==> config.mk <==
export PLATFORM = sky130hd
export DESIGN_NAME = lpc_bus_target_cycle_engine_unit
export DESIGN_NICKNAME = d
export VERILOG_FILES = /design/src/lbt_pkg.sv /design/src/lpc_bus_target_cycle_engine_unit.sv
export SDC_FILE = /design/constraint.sdc
export NUM_CORES = 1
export LEC_CHECK = 0
export BUFFER_PORTS_ARGS = -buffer_cell sky130_fd_sc_hd__buf_2
export CAP_MARGIN = 30
export CELL_PAD_IN_SITES_DETAIL_PLACEMENT = 0
export CELL_PAD_IN_SITES_GLOBAL_PLACEMENT = 2
export CORE_ASPECT_RATIO = 1.75
export CORE_MARGIN = 1
export CORE_UTILIZATION = 34
export DETAILED_ROUTE_END_ITERATION = 8
export GPL_ROUTABILITY_DRIVEN = 0
export MAX_ROUTING_LAYER = met4
export PLACE_DENSITY = 0.85
export SLEW_MARGIN = 20
export SYNTH_ARGS = -nofsm -noshare
export SYNTH_HDL_FRONTEND = slang
export SYNTH_SLANG_ARGS = --single-unit
==> constraint.sdc <==
create_clock -name clock -period 5.99 [get_ports clock]
set_input_delay 1.198 -clock clock [delete_from_list [all_inputs] [get_ports clock]]
set_output_delay 1.198 -clock clock [all_outputs]
set_load 0.01 [all_outputs]
==> src/lbt_pkg.sv <==
// Package for the LPC target cycle engine: payload structs, phase enum and bus codes.
// Depends on nothing.
`default_nettype none

package lbt_pkg;

   typedef struct packed {
      logic [3:0] lad_in;
      logic [7:0] backend_byte;
   } req_type;

   typedef struct packed {
      logic [3:0]  lad_out;
      logic        lad_drive;
      logic        lframe_hold_low;
      logic        request_valid;
      logic [1:0]  request_kind;
      logic [31:0] request_address;
      logic [7:0]  request_write_data;
      logic        cycle_end;
   } rsp_type;

   typedef enum logic [3:0] {
      PH_START = 4'd0,
      PH_TYPE  = 4'd1,
      PH_ADDR  = 4'd2,
      PH_WDATA = 4'd3,
      PH_TAR1  = 4'd4,
      PH_TAR2  = 4'd5,
      PH_SYNC5 = 4'd6,
      PH_SYNC0 = 4'd7,
      PH_RDATA = 4'd8,
      PH_TEND1 = 4'd9,
      PH_TEND2 = 4'd10
   } phase_type;

   // Bit positions inside the 2-bit cycle kind.
   localparam int unsigned KIND_WRITE_BIT = 0;
   localparam int unsigned KIND_MEM_BIT   = 1;

   localparam logic [3:0] LAD_START      = 4'h0;
   localparam logic [3:0] LAD_SYNC_READY = 4'h5;
   localparam logic [3:0] LAD_SYNC_DONE  = 4'h0;
   localparam logic [3:0] LAD_TURN       = 4'hF;
   localparam int unsigned TYPE_INVALID_BIT = 3;

   localparam logic [3:0] NIBBLES_IO   = 4'd4;
   localparam logic [3:0] NIBBLES_MEM  = 4'd8;
   localparam logic [3:0] NIBBLES_DATA = 4'd2;
   localparam logic [3:0] NIBBLES_LAST = 4'd1;
   localparam logic [3:0] NIBBLES_NONE = 4'd0;

   // Register index is taken from byte address bit 2.
   localparam logic CSR_ENABLED_KINDS = 1'b0;

endpackage

`default_nettype wire

==> src/lpc_bus_target_cycle_engine_unit.sv <==
// LPC bus target cycle engine: decodes IO and memory cycles from LAD nibbles.
// Depends on lbt_pkg.
//
// Usage: each transfer on the req_ channel is one LPC clock: the LAD nibble the
// host drove plus the backend read byte. Each such transfer produces exactly one
// transfer on the rsp_ channel with what the target drives on LAD that clock,
// the LFRAME hold, the backend request strobe with kind, address and write byte,
// and the end-of-cycle flag.
// The result of a transfer is registered: it is valid right after the edge that
// accepts it. Throughput is one transfer per cycle while the receiver takes each
// result; the phase register and the result register are the only stages, and
// the next phase depends only on the engine state and the nibble just taken.
// A new transfer is accepted whenever the result register is empty or its
// content is taken in the same cycle, so a stalled receiver stalls the input
// after one result.
// The enabled_kinds register sits at byte address 0 of the csr_ port; a kind
// whose bit is clear runs the bus handshake without a backend request.
// Synchronous reset returns to waiting for a start nibble, clears
// enabled_kinds and empties the result register.
`default_nettype none

module lpc_bus_target_cycle_engine_unit (
   input  wire logic             clock,
   input  wire logic             reset,
   input  wire logic             req_valid,
   output logic                  req_ready,
   input  wire lbt_pkg::req_type req_data,
   output logic                  rsp_valid,
   input  wire logic             rsp_ready,
   output lbt_pkg::rsp_type      rsp_data,
   input  wire logic             csr_psel,
   input  wire logic             csr_penable,
   input  wire logic             csr_pwrite,
   input  wire logic [2:0]       csr_paddr,
   input  wire logic [31:0]      csr_pwdata,
   output logic [31:0]           csr_prdata,
   output logic                  csr_pready
);

   lbt_pkg::phase_type phase_ff, phase_in;
   logic [1:0]  kind_ff, kind_in;
   logic [31:0] addr_ff, addr_in;
   logic [7:0]  data_ff, data_in;
   logic [3:0]  nibbles_ff, nibbles_in;
   logic        lframe_ff, lframe_in;
   logic [3:0]  enabled_ff;
   logic        rsp_valid_ff;
   lbt_pkg::rsp_type rsp_data_ff, result;
   logic        accept;
   logic        kind_enabled;
   logic [3:0]  nibbles_dec;

   // Configuration port.
   assign csr_pready = 1'b1;
   always_comb begin
      csr_prdata = 32'd0;
      if (csr_paddr[2] == lbt_pkg::CSR_ENABLED_KINDS) begin
         csr_prdata = {28'd0, enabled_ff};
      end
   end

   always_ff @(posedge clock) begin
      if (reset) begin
         enabled_ff <= 4'd0;
      end else if (csr_psel && csr_penable && csr_pwrite
                   && (csr_paddr[2] == lbt_pkg::CSR_ENABLED_KINDS)) begin
         enabled_ff <= csr_pwdata[3:0];
      end
   end

   assign accept       = req_valid && req_ready;
   assign req_ready    = !rsp_valid_ff || rsp_ready;
   assign kind_enabled = enabled_ff[kind_ff];
   assign nibbles_dec  = nibbles_ff - 4'd1;

   always_comb begin
      phase_in   = phase_ff;
      kind_in    = kind_ff;
      addr_in    = addr_ff;
      data_in    = data_ff;
      nibbles_in = nibbles_ff;
      lframe_in  = lframe_ff;
      result     = '0;
      unique case (phase_ff)
         lbt_pkg::PH_TYPE: begin
            if (req_data.lad_in[lbt_pkg::TYPE_INVALID_BIT]) begin
               phase_in = lbt_pkg::PH_START;
            end else begin
               kind_in = req_data.lad_in[2:1];
               addr_in = 32'd0;
               data_in = 8'd0;
               if (kind_in[lbt_pkg::KIND_MEM_BIT]) begin
                  nibbles_in = lbt_pkg::NIBBLES_MEM;
                  lframe_in  = 1'b1;
               end else begin
                  nibbles_in = lbt_pkg::NIBBLES_IO;
               end
               phase_in = lbt_pkg::PH_ADDR;
            end
         end
         lbt_pkg::PH_ADDR: begin
            addr_in    = {addr_ff[27:0], req_data.lad_in};
            nibbles_in = nibbles_dec;
            if (nibbles_dec == lbt_pkg::NIBBLES_NONE) begin
               if (kind_ff[lbt_pkg::KIND_WRITE_BIT]) begin
                  nibbles_in = lbt_pkg::NIBBLES_DATA;
                  phase_in   = lbt_pkg::PH_WDATA;
               end else begin
                  phase_in = lbt_pkg::PH_TAR1;
               end
            end
         end
         lbt_pkg::PH_WDATA: begin
            // Write data arrives low nibble first.
            if (nibbles_ff == lbt_pkg::NIBBLES_DATA) begin
               data_in = {4'd0, req_data.lad_in};
            end else begin
               data_in = {req_data.lad_in, data_ff[3:0]};
            end
            nibbles_in = nibbles_dec;
            if (nibbles_dec == lbt_pkg::NIBBLES_NONE) begin
               phase_in = lbt_pkg::PH_TAR1;
            end
         end
         lbt_pkg::PH_TAR1: begin
            phase_in = lbt_pkg::PH_TAR2;
         end
         lbt_pkg::PH_TAR2: begin
            result.lad_drive = 1'b1;
            result.lad_out   = lbt_pkg::LAD_TURN;
            phase_in         = lbt_pkg::PH_SYNC5;
         end
         lbt_pkg::PH_SYNC5: begin
            result.lad_drive = 1'b1;
            result.lad_out   = lbt_pkg::LAD_SYNC_READY;
            if (kind_enabled) begin
               result.request_valid   = 1'b1;
               result.request_kind    = kind_ff;
               result.request_address = addr_ff;
               if (kind_ff[lbt_pkg::KIND_WRITE_BIT]) begin
                  result.request_write_data = data_ff;
               end
            end
            phase_in = lbt_pkg::PH_SYNC0;
         end
         lbt_pkg::PH_SYNC0: begin
            result.lad_drive = 1'b1;
            result.lad_out   = lbt_pkg::LAD_SYNC_DONE;
            if (kind_ff[lbt_pkg::KIND_WRITE_BIT]) begin
               phase_in = lbt_pkg::PH_TEND1;
            end else begin
               data_in    = kind_enabled ? req_data.backend_byte : 8'd0;
               nibbles_in = lbt_pkg::NIBBLES_DATA;
               phase_in   = lbt_pkg::PH_RDATA;
            end
         end
         lbt_pkg::PH_RDATA: begin
            result.lad_drive = 1'b1;
            if (nibbles_ff == lbt_pkg::NIBBLES_DATA) begin
               result.lad_out = data_ff[3:0];
               nibbles_in     = lbt_pkg::NIBBLES_LAST;
            end else begin
               result.lad_out = data_ff[7:4];
               nibbles_in     = lbt_pkg::NIBBLES_NONE;
               phase_in       = lbt_pkg::PH_TEND1;
            end
         end
         lbt_pkg::PH_TEND1: begin
            result.lad_drive = 1'b1;
            result.lad_out   = lbt_pkg::LAD_TURN;
            phase_in         = lbt_pkg::PH_TEND2;
         end
         lbt_pkg::PH_TEND2: begin
            lframe_in        = 1'b0;
            result.cycle_end = 1'b1;
            phase_in         = lbt_pkg::PH_START;
         end
         default: begin
            // Waiting for start; unused phase codes land here as well.
            phase_in = (req_data.lad_in == lbt_pkg::LAD_START) ?
                       lbt_pkg::PH_TYPE : lbt_pkg::PH_START;
         end
      endcase
      result.lframe_hold_low = lframe_in;
   end

   always_ff @(posedge clock) begin
      if (reset) begin
         phase_ff   <= lbt_pkg::PH_START;
         kind_ff    <= 2'd0;
         addr_ff    <= 32'd0;
         data_ff    <= 8'd0;
         nibbles_ff <= 4'd0;
         lframe_ff  <= 1'b0;
      end else if (accept) begin
         phase_ff   <= phase_in;
         kind_ff    <= kind_in;
         addr_ff    <= addr_in;
         data_ff    <= data_in;
         nibbles_ff <= nibbles_in;
         lframe_ff  <= lframe_in;
      end
   end

   always_ff @(posedge clock) begin
      if (reset) begin
         rsp_valid_ff <= 1'b0;
      end else if (accept) begin
         rsp_valid_ff <= 1'b1;
      end else if (rsp_ready) begin
         rsp_valid_ff <= 1'b0;
      end
   end

   always_ff @(posedge clock) begin
      if (accept) begin
         rsp_data_ff <= result;
      end
   end

   assign rsp_valid = rsp_valid_ff;
   assign rsp_data  = rsp_data_ff;

endmodule

`default_nettype wire

==> flow_metrics.tcl <==
set metrics [dict create \
    outcome "finished clean" \
    core_um2 13500 \
    firstDrtPassIters 4 \
    placed_area_um2 5080 \
    slew_viol_final 0 \
    min_delay_path_depth 2 \
    worst_slew_pin_slew_ns 0.794 \
    tns_ns 0 \
    cp_top_family "simple AND/OR/NAND/NOR gates" \
    cp-start-kind "input port" \
    p_sw_mw 0.334 \
    grt_pass1_vias 3088 \
    ys_top_cells_by_count "dfxtp_1 (56), edfxtp_1 (50), nor2_1 (41)" \
    die_x_um 90.7 \
    hold_path.startpoint "addr_ff[29]$_SDFFE_PP0P_" \
    drv_cap 0 \
    finalWorstSetupSlack_ns 2.56 \
    clockPowerShare_pct 39.1 \
    synth_warnings 0 \
    async_reset_ff_share_pct 0 \
    final.setup_skew_ns 0.00700 \
    stdcell_count 684 \
    dp_cells 667 \
    preCtsSetupSlack_ns 2.16 \
    hold_buffers 0 \
    rsz0062_at_grt "no" \
    via_count 3387 \
    yosys-top-cells-area "edfxtp_1 (32%), dfxtp_1 (24%), and2_1 (4.8%)" \
    postSynthAreaPerCell_um2 10.6 \
    num_rows 56 \
    worstPathArrival_ns 3.71 \
    p_int_mw 1.14 \
    reg2reg_depth 7 \
    grt_overflow 0 \
    drtIter0Drc 122 \
    final_core_util_pct 40.1 \
    ctsResizeCount 0 \
    combPwrFrac_pct 7.5 \
    htree_levels 3 \
    crit_chain "buf_2, nand2b_1, nand2_1, inv_2, buf_4, and2_1, a22oi_1, nor2_1" \
    initial_core_util_pct 34.8 \
    io_pins 139 \
    antenna_cells 0 \
    hpwlAfterDp_um 7100 \
    grt_max_degree 56 \
    dieHeight_um 157 \
    synthCells 442 \
    clockRootBuffer "clkbuf_16" \
    grt_first_pass_wirelength_um 15400 \
    hold_path_end "addr_ff[29]$_SDFFE_PP0P_" \
    setup_viol 0 \
    final_hold_viol_count 0 \
    synth_edf_count 50 \
    synth_top_area_cell "edfxtp_1" \
    clock_latency_ns 0.34 \
    io_buffers 79 \
    whs_ns 0.449 \
    netlist.area_leader.share_pct 32.0 \
    drt_wl_total_um 9990 \
    synth_most_common_cell "dfxtp_1" \
    path_clk_slew_ns 0.07 \
    ys_seq_elements 106 \
    period_needed_ns 3.43 \
    r2r_start "rsp_valid$_SDFFE_PP0P_" \
    power_density_nw_per_um2 273 \
    grt_usage_pct 14.5 \
    detail-route-antenna-nets 0 \
    post_cts_buffers 0 \
    netlist_area_um2 4690 \
    pwr-share-seq_pct 53.4 \
    drc 0 \
    ys_seq_area_share_pct 56.0 \
    swShare_pct 22.7 \
    dieArea_um2 14300 \
    path_max_fanout 48 \
    clockBufferDepth 2 \
    slew_headroom_pct 47.1 \
    r2r_slack_ns 3.21 \
    slowest_delay_ns 0.74 \
    vdd_drop_max_uv 139 \
    finish.net_count 562 \
    finalPower_mw 1.48 \
    clock_sinks 106 \
    hold_path_class "reg2reg" \
    synth_cell_type_count 57 \
    syn_to_final_growth_pct 15.2 \
    cts_tree "yes" \
    drive_gt1_share_pct 22.2 \
    rr_endpoint "addr_ff[13]$_SDFFE_PP0P_" \
    via_per_inst 4.95 \
    cp_slowest_cell "and2_1" \
    antenna_found_initial 0 \
    finish.instance_area_um2 5400 \
    numCtsBuffers 9 \
    wire_per_inst_um 14.6 \
    crit_required_ns 6.27 \
    critical_path_buf_inv_count 3 \
    period_share_pct 57.3 \
    critPathCaptureType "flip-flop" \
    synth_ff_type "dfxtp_1" \
    p_leak_nw 2.20 \
    max_freq_mhz 291 \
    crit_type "in2reg" \
]
-- final cells by class --
class,instances,area [um2]
Sequential cell,106,2620
Timing Repair Buffer,82,430
Clock buffer,14,284
Tap cell,174,218
Clock inverter,2,17.5
Fill cell,1356,8050
Multi-Input combinational cell,294,1780
Inverter,12,45.0
-- cell families (layout without fill, tap and decap cells) --
| logic type | after synthesis | in the layout | share of synthesized area, % |
|---|---|---|---|
| mux | 10 | 10 | 2.43 |
| other cells | 2 | 29 | 0.160 |
| fa+ha+maj | 3 | 3 | 0.801 |
| simple gates | 166 | 166 | 19.0 |
| compound gates | 84 | 84 | 13.0 |
| flops | 106 | 106 | 56.0 |
| xor+xnor | 2 | 2 | 0.374 |
| buf+inv | 69 | 110 | 8.25 |
-- flip-flops by register name, indices dropped and copies added (netlist names) --
| register | cells |
|---|---|
| rsp_data | 50 |
| addr_ff | 32 |
| data_ff | 8 |
| enabled_ff | 4 |
| nibbles_ff | 4 |
| phase_ff | 4 |
| kind_ff | 2 |
| lframe_ff | 1 |
| rsp_valid | 1 |
-- how the worst max path moves through the flow --
stage | cells past startpoint | start | end
after floorplan | 5 | rsp_ready | rsp_data[0]$_DFFE_PP_
after global placement | 8 | rsp_ready | addr_ff[12]$_SDFFE_PP0P_
after detailed placement | 8 | rsp_ready | addr_ff[6]$_SDFFE_PP0P_
after CTS | 8 | rsp_ready | addr_ff[6]$_SDFFE_PP0P_
after global routing | 8 | rsp_ready | addr_ff[18]$_SDFFE_PP0P_
final | 8 | rsp_ready | addr_ff[13]$_SDFFE_PP0P_
-- routing by layer --
layer  wire length [um]  vias up  track usage [%]  share of wire [%]
met2               5470      117             25.9                 55
met4                440        0             9.52                4.4
met1               3740     1609             14.4                 37
met3                342       27             2.46                3.4
met5                  0        -                -                  0
li1                   -     1634                -                  -
-- power by group through the flow --
stage          combinational, mW  clock (mW)  sequential [mW]
4_1_cts                    0.109       0.598            0.789
3_3_place_gp               0.107           0            0.804
5_1_grt                    0.120       0.623            0.791
2_1_floorplan             0.0788           0            0.810
3_5_place_dp               0.109           0            0.805
6_report                   0.110       0.578            0.789
-- cell usage in the layout (no fill, tap or decap), drive strengths merged, types with 5 or more instances in the layout --
master and n:
buf 82, dfxtp 56, edfxtp 50, nor2 42, and2 36, conb 29
nand2 22, a22oi 21, a21oi 21, nand3 18, clkbuf 14, inv 13
o21ai 11, nor2b 10, and3 9, mux2i 8, nor3 8, nand2b 5
a21o 5, a221oi 5, a22o 5
-- worst min-delay path, cell delays in order, from the launching register on --
cell,delay (ns)
dfxtp_1,0.31
nand2_1,0.05
a21oi_1,0.05
Note: power is estimated with default switching activity, not from simulation.
